File: src/design/sb64_pkg.sv
// Types, constants and helper functions of the SHA-1 base64 digest block.
package sb64_pkg;

    localparam logic [1:0] KIND_DATA  = 2'd0;
    localparam logic [1:0] KIND_FINAL = 2'd1;
    localparam logic [1:0] KIND_END   = 2'd2;
    localparam logic [1:0] KIND_RSVD  = 2'd3;

    localparam logic [31:0] IV0 = 32'h67452301;
    localparam logic [31:0] IV1 = 32'hEFCDAB89;
    localparam logic [31:0] IV2 = 32'h98BADCFE;
    localparam logic [31:0] IV3 = 32'h10325476;
    localparam logic [31:0] IV4 = 32'hC3D2E1F0;

    localparam logic [31:0] K0 = 32'h5A827999;
    localparam logic [31:0] K1 = 32'h6ED9EBA1;
    localparam logic [31:0] K2 = 32'h8F1BBCDC;
    localparam logic [31:0] K3 = 32'hCA62C1D6;

    localparam logic [7:0] PAD_BYTE  = 8'h80;
    localparam logic [6:0] ASCII_EQ  = 7'h3D;
    localparam logic [6:0] LAST_ROUND = 7'd79;
    localparam logic [4:0] LAST_CHAR  = 5'd27;
    localparam logic [3:0] LEN_BYTES  = 4'd8;

    // One queued request after classification.
    typedef struct packed {
        logic       has_byte;
        logic       is_final;
        logic [7:0] data;
    } t_entry;

    typedef enum logic [2:0] {
        S_IDLE,
        S_ROUND,
        S_ADD,
        S_PAD,
        S_OUT
    } t_state;

    function automatic logic [6:0] sextet_char(input logic [5:0] v);
        logic [6:0] r;
        if (v < 6'd26)      r = 7'h41 + {1'b0, v};
        else if (v < 6'd52) r = 7'h61 + {1'b0, v - 6'd26};
        else if (v < 6'd62) r = 7'h30 + {1'b0, v - 6'd52};
        else if (v == 6'd62) r = 7'h2B;
        else                r = 7'h2F;
        return r;
    endfunction

endpackage

File: src/design/sb64_fifo.sv
// Four-entry request queue between the front and the compression engine.
module sb64_fifo (
    input  logic               i_clk,
    input  logic               i_rst_n,
    input  logic               i_push,
    input  sb64_pkg::t_entry   i_entry,
    output logic               o_full,
    input  logic               i_pop,
    output logic               o_empty,
    output sb64_pkg::t_entry   o_entry
);
    sb64_pkg::t_entry r_mem [4];
    logic [1:0] r_wr, r_rd;
    logic [2:0] r_cnt;

    assign o_full  = (r_cnt == 3'd4);
    assign o_empty = (r_cnt == 3'd0);
    assign o_entry = r_mem[r_rd];

    always_ff @(posedge i_clk) begin
        if (i_push) begin
            r_mem[r_wr] <= i_entry;
        end
    end

    always_ff @(posedge i_clk) begin
        if (!i_rst_n) begin
            r_wr  <= '0;
            r_rd  <= '0;
            r_cnt <= '0;
        end else begin
            if (i_push) r_wr <= r_wr + 2'd1;
            if (i_pop)  r_rd <= r_rd + 2'd1;
            r_cnt <= r_cnt + {2'b0, i_push} - {2'b0, i_pop};
        end
    end
endmodule

File: src/design/sb64_front.sv
// Input side: accepts requests, drops the unused kind and queues the rest.
module sb64_front (
    input  logic             i_valid,
    output logic             o_ready,
    input  logic [1:0]       i_kind,
    input  logic [7:0]       i_byte,
    input  logic             i_full,
    output logic             o_push,
    output sb64_pkg::t_entry o_entry
);
    logic w_keep;

    always_comb begin
        w_keep = (i_kind == sb64_pkg::KIND_DATA) || (i_kind == sb64_pkg::KIND_FINAL)
              || (i_kind == sb64_pkg::KIND_END);
        o_entry.has_byte = (i_kind == sb64_pkg::KIND_DATA) || (i_kind == sb64_pkg::KIND_FINAL);
        o_entry.is_final = (i_kind == sb64_pkg::KIND_FINAL) || (i_kind == sb64_pkg::KIND_END);
        o_entry.data     = i_byte;
    end

    assign o_ready = !i_full;
    assign o_push  = i_valid && !i_full && w_keep;
endmodule

File: src/design/sb64_core.sv
// Back end: byte packing, padding, 80-round compression and base64 output.
module sb64_core (
    input  logic             i_clk,
    input  logic             i_rst_n,
    input  logic             i_empty,
    input  sb64_pkg::t_entry i_entry,
    output logic             o_pop,
    output logic             o_valid,
    input  logic             i_ready,
    output logic [6:0]       o_char,
    output logic             o_last
);
    sb64_pkg::t_state r_state, n_state;
    logic [511:0] r_blk, n_blk;
    logic [31:0]  r_h [5];
    logic [31:0]  n_h [5];
    logic [31:0]  r_a, r_b, r_c, r_d, r_e;
    logic [31:0]  n_a, n_b, n_c, n_d, n_e;
    logic [63:0]  r_bits, n_bits;
    logic [5:0]   r_pos, n_pos;
    logic [6:0]   r_round, n_round;
    logic [4:0]   r_cidx, n_cidx;
    logic         r_final, n_final;
    logic         r_sent80, n_sent80;
    logic [3:0]   r_lidx, n_lidx;
    logic [161:0] r_dig, n_dig;

    logic [31:0] w_f, w_k, w_t, w_wnew, w_x;
    logic [31:0] w_sum [5];
    logic [7:0]  w_pbyte;

    always_comb begin
        if (r_round < 7'd20) begin
            w_f = (r_b & r_c) | (~r_b & r_d);
            w_k = sb64_pkg::K0;
        end else if (r_round < 7'd40) begin
            w_f = r_b ^ r_c ^ r_d;
            w_k = sb64_pkg::K1;
        end else if (r_round < 7'd60) begin
            w_f = (r_b & r_c) | (r_b & r_d) | (r_c & r_d);
            w_k = sb64_pkg::K2;
        end else begin
            w_f = r_b ^ r_c ^ r_d;
            w_k = sb64_pkg::K3;
        end
        w_t    = {r_a[26:0], r_a[31:27]} + w_f + r_e + w_k + r_blk[511:480];
        w_x    = r_blk[95:64] ^ r_blk[255:224] ^ r_blk[447:416] ^ r_blk[511:480];
        w_wnew = {w_x[30:0], w_x[31]};
        w_sum[0] = r_h[0] + r_a;
        w_sum[1] = r_h[1] + r_b;
        w_sum[2] = r_h[2] + r_c;
        w_sum[3] = r_h[3] + r_d;
        w_sum[4] = r_h[4] + r_e;
        // Padding byte: the marker, zeros up to byte 56, then the length big-endian.
        if (!r_sent80) begin
            w_pbyte = sb64_pkg::PAD_BYTE;
        end else if (r_pos != 6'd56 && r_lidx == 4'd0) begin
            w_pbyte = 8'h00;
        end else begin
            w_pbyte = r_bits[8'(7 - r_lidx[2:0]) * 8 +: 8];
        end
    end

    always_comb begin
        n_state  = r_state;
        n_blk    = r_blk;
        n_h      = r_h;
        n_a = r_a; n_b = r_b; n_c = r_c; n_d = r_d; n_e = r_e;
        n_bits   = r_bits;
        n_pos    = r_pos;
        n_round  = r_round;
        n_cidx   = r_cidx;
        n_final  = r_final;
        n_sent80 = r_sent80;
        n_lidx   = r_lidx;
        n_dig    = r_dig;
        o_pop    = 1'b0;
        o_valid  = (r_state == sb64_pkg::S_OUT);
        o_last   = (r_cidx == sb64_pkg::LAST_CHAR);
        o_char   = o_last ? sb64_pkg::ASCII_EQ : sb64_pkg::sextet_char(r_dig[161:156]);

        unique case (r_state)
            sb64_pkg::S_IDLE: begin
                if (!i_empty) begin
                    o_pop   = 1'b1;
                    n_final = i_entry.is_final;
                    n_sent80 = 1'b0;
                    n_lidx  = '0;
                    if (i_entry.has_byte) begin
                        n_blk  = {r_blk[503:0], i_entry.data};
                        n_bits = r_bits + 64'd8;
                        n_pos  = r_pos + 6'd1;
                    end
                    if (i_entry.has_byte && r_pos == 6'd63) begin
                        n_a = r_h[0]; n_b = r_h[1]; n_c = r_h[2]; n_d = r_h[3]; n_e = r_h[4];
                        n_round = '0;
                        n_state = sb64_pkg::S_ROUND;
                    end else if (i_entry.is_final) begin
                        n_state = sb64_pkg::S_PAD;
                    end
                end
            end
            sb64_pkg::S_PAD: begin
                n_blk = {r_blk[503:0], w_pbyte};
                n_pos = r_pos + 6'd1;
                if (!r_sent80) begin
                    n_sent80 = 1'b1;
                end else if (!(r_pos != 6'd56 && r_lidx == 4'd0)) begin
                    n_lidx = r_lidx + 4'd1;
                end
                if (r_pos == 6'd63) begin
                    n_a = r_h[0]; n_b = r_h[1]; n_c = r_h[2]; n_d = r_h[3]; n_e = r_h[4];
                    n_round = '0;
                    n_state = sb64_pkg::S_ROUND;
                end
            end
            sb64_pkg::S_ROUND: begin
                n_e   = r_d;
                n_d   = r_c;
                n_c   = {r_b[1:0], r_b[31:2]};
                n_b   = r_a;
                n_a   = w_t;
                n_blk = {r_blk[479:0], w_wnew};
                if (r_round == sb64_pkg::LAST_ROUND) begin
                    n_state = sb64_pkg::S_ADD;
                end else begin
                    n_round = r_round + 7'd1;
                end
            end
            sb64_pkg::S_ADD: begin
                n_h = w_sum;
                if (!r_final) begin
                    n_state = sb64_pkg::S_IDLE;
                end else if (r_lidx == sb64_pkg::LEN_BYTES) begin
                    n_dig   = {w_sum[0], w_sum[1], w_sum[2], w_sum[3], w_sum[4], 2'b00};
                    n_cidx  = '0;
                    n_state = sb64_pkg::S_OUT;
                end else begin
                    n_state = sb64_pkg::S_PAD;
                end
            end
            sb64_pkg::S_OUT: begin
                if (i_ready) begin
                    if (r_cidx == sb64_pkg::LAST_CHAR) begin
                        n_h[0] = sb64_pkg::IV0;
                        n_h[1] = sb64_pkg::IV1;
                        n_h[2] = sb64_pkg::IV2;
                        n_h[3] = sb64_pkg::IV3;
                        n_h[4] = sb64_pkg::IV4;
                        n_bits  = '0;
                        n_pos   = '0;
                        n_final = 1'b0;
                        n_cidx  = '0;
                        n_state = sb64_pkg::S_IDLE;
                    end else begin
                        n_cidx = r_cidx + 5'd1;
                        n_dig  = {r_dig[155:0], 6'b0};
                    end
                end
            end
            default: n_state = sb64_pkg::S_IDLE;
        endcase
    end

    always_ff @(posedge i_clk) begin
        r_blk <= n_blk;
        r_a <= n_a; r_b <= n_b; r_c <= n_c; r_d <= n_d; r_e <= n_e;
        r_dig <= n_dig;
    end

    always_ff @(posedge i_clk) begin
        if (!i_rst_n) begin
            r_state  <= sb64_pkg::S_IDLE;
            r_h[0]   <= sb64_pkg::IV0;
            r_h[1]   <= sb64_pkg::IV1;
            r_h[2]   <= sb64_pkg::IV2;
            r_h[3]   <= sb64_pkg::IV3;
            r_h[4]   <= sb64_pkg::IV4;
            r_bits   <= '0;
            r_pos    <= '0;
            r_round  <= '0;
            r_cidx   <= '0;
            r_final  <= 1'b0;
            r_sent80 <= 1'b0;
            r_lidx   <= '0;
        end else begin
            r_state  <= n_state;
            r_h      <= n_h;
            r_bits   <= n_bits;
            r_pos    <= n_pos;
            r_round  <= n_round;
            r_cidx   <= n_cidx;
            r_final  <= n_final;
            r_sent80 <= n_sent80;
            r_lidx   <= n_lidx;
        end
    end
endmodule

File: src/design/sha1_digest_base64.sv
// Top level of the SHA-1 digest block with base64 text output.
//  channel | direction | tdata             | tuser     | tlast
//  s_axis  | in        | [7:0] data_byte   | [1:0] kind| -
//  m_axis  | out       | [6:0] ascii_char  | -         | last_char
// A data byte is packed as it leaves the queue; every 64th byte starts 80 rounds at one
// round per cycle, then the result is folded into the chain. The final request adds
// one or two padded blocks, then 28 characters leave one per cycle while not stalled.
// Reset is synchronous and active low; it restores the initial hash words.
// A four-entry queue keeps the input open while the engine computes or the output stalls.
module sha1_digest_base64 (
    input  logic       i_clk,
    input  logic       i_rst_n,
    input  logic       s_axis_tvalid,
    output logic       s_axis_tready,
    input  logic [7:0] s_axis_tdata,   // [7:0] data_byte
    input  logic [1:0] s_axis_tuser,   // [1:0] kind
    output logic       m_axis_tvalid,
    input  logic       m_axis_tready,
    output logic [7:0] m_axis_tdata,   // [6:0] ascii_char, [7] zero
    output logic       m_axis_tlast
);
    sb64_pkg::t_entry w_in_entry, w_q_entry;
    logic w_push, w_full, w_pop, w_empty;
    logic [6:0] w_char;

    sb64_front u_front (
        .i_valid (s_axis_tvalid),
        .o_ready (s_axis_tready),
        .i_kind  (s_axis_tuser),
        .i_byte  (s_axis_tdata),
        .i_full  (w_full),
        .o_push  (w_push),
        .o_entry (w_in_entry)
    );

    sb64_fifo u_fifo (
        .i_clk   (i_clk),
        .i_rst_n (i_rst_n),
        .i_push  (w_push),
        .i_entry (w_in_entry),
        .o_full  (w_full),
        .i_pop   (w_pop),
        .o_empty (w_empty),
        .o_entry (w_q_entry)
    );

    sb64_core u_core (
        .i_clk   (i_clk),
        .i_rst_n (i_rst_n),
        .i_empty (w_empty),
        .i_entry (w_q_entry),
        .o_pop   (w_pop),
        .o_valid (m_axis_tvalid),
        .i_ready (m_axis_tready),
        .o_char  (w_char),
        .o_last  (m_axis_tlast)
    );

    assign m_axis_tdata = {1'b0, w_char};
endmodule

File: config.mk
export PLATFORM = sky130hd
export DESIGN_NAME = sha1_digest_base64
export DESIGN_NICKNAME = d
export VERILOG_FILES = /design/src/design/sb64_pkg.sv /design/src/design/sb64_fifo.sv /design/src/design/sb64_front.sv /design/src/design/sb64_core.sv /design/src/design/sha1_digest_base64.sv
export SDC_FILE = /design/constraint.sdc
export NUM_CORES = 2
export LEC_CHECK = 0
export ABC_AREA = 0
export BUFFER_PORTS_ARGS = -buffer_cell sky130_fd_sc_hd__buf_2
export CAP_MARGIN = 0
export CORE_ASPECT_RATIO = 1.4
export CORE_UTILIZATION = 30
export DETAILED_ROUTE_END_ITERATION = 12
export PLACE_DENSITY = 0.53
export SYNTH_ARGS = -nofsm -noshare
export SYNTH_HDL_FRONTEND = slang
export SYNTH_SLANG_ARGS = --single-unit
File: constraint.sdc
create_clock -name i_clk -period 28.6 [get_ports i_clk]
set_input_delay 8.58 -clock i_clk [delete_from_list [all_inputs] [get_ports i_clk]]
set_output_delay 8.58 -clock i_clk [all_outputs]
set_load 0.02 [all_outputs]
### After elaboration in Yosys (flattened, before gate mapping)

Memories as Yosys holds them, arrays and structs flattened. A register that Yosys moved wholly into a read port is not among the register bits.
Index checks and enable logic that the tools add are counted.

| cells by class | value |
|---|---|
| multiplexer cells | 90 |
| add/subtract/negate cells | 24 |
| bitwise operators | 13 |
| shift operators | 1 |
| eq/ne operators | 27 |
| reductions and logical operators | 29 |
| $lt $le $gt $ge | 6 |

Operators with widths:

| operator | count |
|---|---|
| one-hot mux 512 bit (3 select lines) | 1 |
| two-way mux 512 bit | 2 |
| two-way mux 162 bit | 4 |
| two-way mux 32 bit | 20 |
| one-hot mux 32 bit (3 select lines) | 5 |
| one-hot mux 162 bit (2 select lines) | 1 |
| two-way mux 160 bit | 2 |
| one-hot mux 160 bit (2 select lines) | 1 |
| adder 32 bit | 9 |
| two-way mux 64 bit | 4 |
| bitwise XOR 32 bit | 5 |
| AND 32 bit | 4 |
| one-hot mux 64 bit (2 select lines) | 1 |
| bitwise OR 32 bit | 3 |
| adder 64 x 4 -> 64 bit (second input constant) | 1 |
| indexed part select 64 x 12 -> 8 bit | 1 |
| two-way mux 7 bit | 8 |
| NOT 32 bit | 1 |
| two-way mux 31 bit | 1 |
| two-way mux 3 bit | 10 |
| two-way mux 6 bit | 4 |
| one-hot mux 7 bit (3 select lines) | 1 |
| two-way mux 5 bit | 4 |
| AND reduction 5 bit | 4 |
| other kinds (50) | 93 |

| storage, ports and cells | value |
|---|---|
| bits of input ports | 14 |
| output and inout bits | 11 |
| memory bits (writable) | 40 |
| logic and storage cells | 214 |
| memories | 1 |
| register bits | 1092 |

Memory list:

| name | depth | bits a word | rd ports | clocked after Yosys merged registers in | wr ports | RTL line | text |
|---|---|---|---|---|---|---|---|
| u_fifo.r_mem | 4 | 10 | 1 | 1 | 1 | sb64_fifo.sv:12 | `sb64_pkg::t_entry r_mem [4];` |

### Longest topological paths before layout

| logic depth | value |
|---|---|
| depth in word-level cells | 11 |
| mapped depth | 28 |
| depth with buffers taken out | 26 |

### Modules after synthesis

From an unflattened synthesis, not the netlist that was laid out.

| second synthesis, totals | value |
|---|---|
| cell total of the unflattened synthesis | 6347 |
| area, all modules | 61009.8 sq um |

Modules (own cells, without submodules):

| module | area each (sq um) | cells an instance | sequential area each (sq um) | instances |
|---|---|---|---|---|
| sb64_core | 58985.3 | 6234 | 29948.7 | 1 |
| sb64_fifo | 1885.6 | 95 | 1381.3 | 1 |
| sb64_front | 127.6 | 16 | 0.0 | 1 |
| sha1_digest_base64 | 11.3 | 2 | 0.0 | 1 |

### Worst setup path after synthesis

OpenSTA, ideal clock, no wires.

| timing | value |
|---|---|
| path type | flip-flop to flip-flop |
| from | reg (tool-made name) |
| to | reg u_core.r_blk[0] (enable) |
| stages on the path, launching flop included | 7 |
| path buffers | 1 |
| arrival time | 22.230 ns |
| data required time | 27.202 ns |
| path slack | 4.972 ns |
| period minus slack after synthesis | 23.628 ns |
| setup time | 1.398 ns |
| path through | dfxtp_1 buf_6 mux4_2 nand2_1 nor2_1 nor2_1 nor2_1 |

RTL lines:

| what | RTL line | text |
|---|---|---|
| end signal, assigned | sb64_core.sv:166 | `r_blk <= n_blk;` |
| end, declared | sb64_core.sv:14 | `logic [511:0] r_blk, n_blk;` |

### Worst setup path in the final report

| timing | value |
|---|---|
| from | reg u_core.r_dig[158] |
| to | out m_axis_tdata[5] |

| on the way | value |
|---|---|
| longest elaborated chain between the ends | 6 |
| elaborated cells on any way between the ends | 12 |
| classes of those cells | 5 x add/sub; 3 x order compare; 4 x mux |

Ends and longest elaborated chain:

| what | RTL line | text |
|---|---|---|
| start, declared | sb64_core.sv:26 | `logic [161:0] r_dig, n_dig;` |
| start signal, assigned | sb64_core.sv:168 | `r_dig <= n_dig;` |
| subtractor 6 bit | sb64_pkg.sv:45 | `else if (v < 6'd62) r = 7'h30 + {1'b0, v - 6'd52};` |
| adder 6 x 6 -> 7 bit | sb64_pkg.sv:45 |  |
| two-way mux 7 bit | sb64_pkg.sv:45 |  |
| two-way mux 7 bit | sb64_pkg.sv:44 | `else if (v < 6'd52) r = 7'h61 + {1'b0, v - 6'd26};` |
| two-way mux 7 bit (*) | sb64_pkg.sv:43 | `if (v < 6'd26) r = 7'h41 + {1'b0, v};` |
| two-way mux 7 bit (*) | sb64_core.sv:80 | `o_char = o_last ? sb64_pkg::ASCII_EQ : sb64_pkg::sextet_char(r_dig[161:156]);` |
| end, declared | sha1_digest_base64.sv:19 | `output logic [7:0] m_axis_tdata,` |

Mark *: on every way between the ends. The rest lies on a longest branch, timed or not.

==> results.md <==
- Final RePlAce weighted congestion: 0.942
- I/O pin count: 25
- Hold_sp: u_core.r_pos[5]
- Detailed Route WL: 176000 µm
- CP endpoint kind: output port
- Setup crit start kind: flip-flop
- R2r worst-path depth: 27
- Async SR Flop Fraction: 0%
- Top cell type's share of synthesized area: 42.8%
- Remaining DRCs: 0
- Relative slew slack: 19.8%
- CTS tree: yes
- #FFs+latches synth: 1129
- # Post-CTS Setup Buffers: 0
- Final Setup Violations: 0
- Nets@finish: 6699
- DR iter-0 viols: 3266
- Largest net degree at the start of global routing: 250
- Mapped Area: 61100 µm²
- Synth Warn #: 0
- Row count: 195
- Max Fclk: 87.4 MHz
- Post-synth EDFFs: 872
- Post-Syn Nets: 6788
- Root Buffer: clkbuf_16
- Vias in the first global route: 45200
- Synth cell types: 91
- Status: complete, no violations
- Via Count: 44800
- Die Width: 383 µm
- Detailed-route vias per instance: 4.93
- Area grow syn2layout: 11.0%
- CP Data Required Time: 20020 ps
- Routed WL per cell: 19.4 µm
- Grt ovf: 0
- Die height: 536 µm
- Worst hold path depth: 2
- Reg2reg setup slack: 20100 ps
- CTS sink count: 1129
- Fin. Hold Viols: 0
- Tcrit/Tclk final: 40.0%
- Detailed Place HPWL: 123000 µm
- Crit path time final: 11440 ps
- Layout cells sized above 1: 4.89%
- Clock skew: 22.0 ps
- Setup_tns: 0 ps
- Slowest Stage Delay on Critical Path: 460 ps
- Cell count after synthesis: 6403
- FF-to-FF Start: u_core.r_round[3]
- Crit-path slowest cell: edfxtp_1
- Antenna-violating nets left: 0
- First-pass GRT wire length: 269000 µm
- Post-CTS Resized: 0
- Core area: 202000 µm²
- Worst hold path type: flip-flop to flip-flop
- Hold Crit Endpoint: u_core.r_pos[5]
- GRT Overall Usage: 16.9%
- H-tree depth: 3
- Top cell type by total area after synthesis: edfxtp_1
- Drt pass-1 iters: 6
- Critical path type: flip-flop to output port
- Synthesized area per cell: 9.55 µm²
- RSZ-0062 raised after global routing: no
- Port buffer count: 23
- Reg2reg end: u_core.r_a[31]
- Die ar.: 206000 µm²
- CTS buffer count: 119
- Synth Flop Type: edfxtp_1
- Max Cap Viol: 0
- Worst Path Arrival: 2860 ps
- Synth top area cells: edfxtp_1, nand2_1, dfxtp_1, ha_1, fa_1
- Worst-path maximum fanout: 6
- Sequential element share of the synthesized area: 51.3%
- Critical-path cell list: inv_1, ha_1, a21oi_1, xnor2_1, nand4_1, xor2_1, o211ai_1, o311ai_0, buf_2
- Starting Density: 30.3%
- Max-slew violation count: 0
- CTS clk-pin slew, worst paths: 60 ps
- Worst-Margin Slew: 1200 ps
- Clock Tree Buf Depth: 3
- Post-CTS Hold Buffers: 0
- Clk_lat worst skew: 750 ps
- Initial antenna violation count: 5
==> routing by layer <==
metal / up-vias / global-route usage [%] / share of wire [%]
met5: - / 0 / 0
met4: 0 / 9.74 / 5.9
met3: 329 / 1.76 / 3.4
met2: 882 / 30.1 / 51
met1: 22000 / 19.7 / 40
li1: 21600 / - / -
==> how the worst max path moves through the flow <==
stage                      start          endpoint  slack [ps]  cells past startpoint
6_report       u_core.r_dig[158]   m_axis_tdata[5]       17160                      9
5_1_grt        u_core.r_dig[158]   m_axis_tdata[6]       16870                      8
4_1_cts        u_core.r_dig[158]   m_axis_tdata[5]       17080                      9
3_5_place_dp       m_axis_tready  u_core.r_dig[92]       16900                      7
3_3_place_gp       m_axis_tready  u_core.r_dig[40]       16990                      7
2_1_floorplan          flip-flop   u_core.r_blk[0]        4970                      6
==> cell families after synthesis <==
logic type / after synthesis / share of synthesized area [%]
AO/OA/AOI/OAI: 924 / 9.65
XOR/XNOR: 334 / 4.79
adder cells (fa/ha/maj): 371 / 9.13
buffers and inverters: 512 / 3.17
flip-flops: 1129 / 51.3
multiplexers: 56 / 1.46
other: 1 / 0.00614
AND/OR/NAND/NOR: 3076 / 20.5
==> metrics by stage <==
step / util [%] / instances / setup WS (ps) / area [µm²] / hold WS, ps
after floorplan: - / 6403 / 4970 / 61100 / 451
after global placement: 31.7 / 8852 / 16990 / 64000 / 467
after detailed placement: 31.7 / 8852 / 16900 / 64000 / 478
after CTS: 33.6 / 9075 / 17080 / 67800 / 487
after global routing: 33.6 / 9080 / 16870 / 67800 / 504
final: 33.6 / 9082 / 17160 / 67800 / 487
==> area by class of cell <==
cell class,instances,area [µm²]
Timing Repair Buffer,69,513
Inverter,233,880
Tap cell,2659,3330
Sequential cell,1129,31300
Clock buffer,152,3120
Multi-Input combinational cell,4762,27900
Antenna cell,7,17.5
Clock inverter,71,724
Fill cell,20800,134000
==> sequential cells by signal, indices dropped and copies added (netlist names), named ones only <==
name	flops
u_core.r_c	32
u_core.r_d	32
u_core.r_bits	61
u_core.r_round	7
u_core.r_pos	6
u_core.r_e	32
u_core.r_b	32
u_core.r_state	3
u_core.r_final	1
u_fifo.r_wr	2
u_core.r_cidx	5
u_core.r_lidx	4
u_core.r_blk	512
u_core.r_h	160
u_fifo.r_cnt	3
u_fifo.r_rd	2
u_core.r_sent80	1
u_core.r_dig	160
u_core.r_a	32
u_fifo.r_mem	40
==> cell usage in the layout (no fill, tap or decap), types with 19 or more instances in the layout <==
master and n:
nor2_1 271, buf_2 22, nand4_1 38, ha_1 246, a21oi_1 184, o21ai_0 301, inv_1 231, o22a_1 20
buf_4 43, clkbuf_1 31, o32ai_1 20, xnor2_1 224, clkinv_2 20, a21boi_0 28, a21o_1 80, nand3_1 73
o211ai_1 19, o22ai_1 35, and3_1 32, xor2_1 110, a31oi_1 19, edfxtp_1 872, nand2b_1 22, and2_1 59
fa_1 125, o21a_1 28, clkbuf_16 119, a22o_1 24, nand2_1 2374, a211oi_1 36, or3_1 30, clkinv_1 27
a22oi_1 19, nor2b_1 70, nor3_1 47, dfxtp_1 257
==> cell usage after synthesis (20+ instances only) <==
cell,n
o21ai_0,301
edfxtp_1,872
ha_1,246
dfxtp_1,257
xnor2_1,224
nor2b_1,70
a22o_1,24
a211oi_1,36
buf_1,37
clkbuf_1,237
xor2_1,110
nand3_1,73
o22a_1,20
a31oi_1,20
o21a_1,28
and3_1,32
a21oi_1,185
a21boi_0,28
o22ai_1,35
nor3_1,48
a21o_1,80
nor2_1,274
o32ai_1,20
nand4_1,38
or3_1,31
nand2b_1,22
fa_1,125
and2_1,59
inv_1,231
nand2_1,2379
==> critical path, delay by kind of cell, from the launching register on <==
kind | cells | cell delay [ps]
AOI/OAI and AO/OA | 3 | 520
DFF | 1 | 460
xor gates and xnor gates | 2 | 390
buffers and inverters | 2 | 340
adders and majority gates | 1 | 220
and+or+nand+nor | 1 | 180
Power is not shown: default switching activity piles up to over one toggle a cycle in this logic, so the estimate is an artifact.
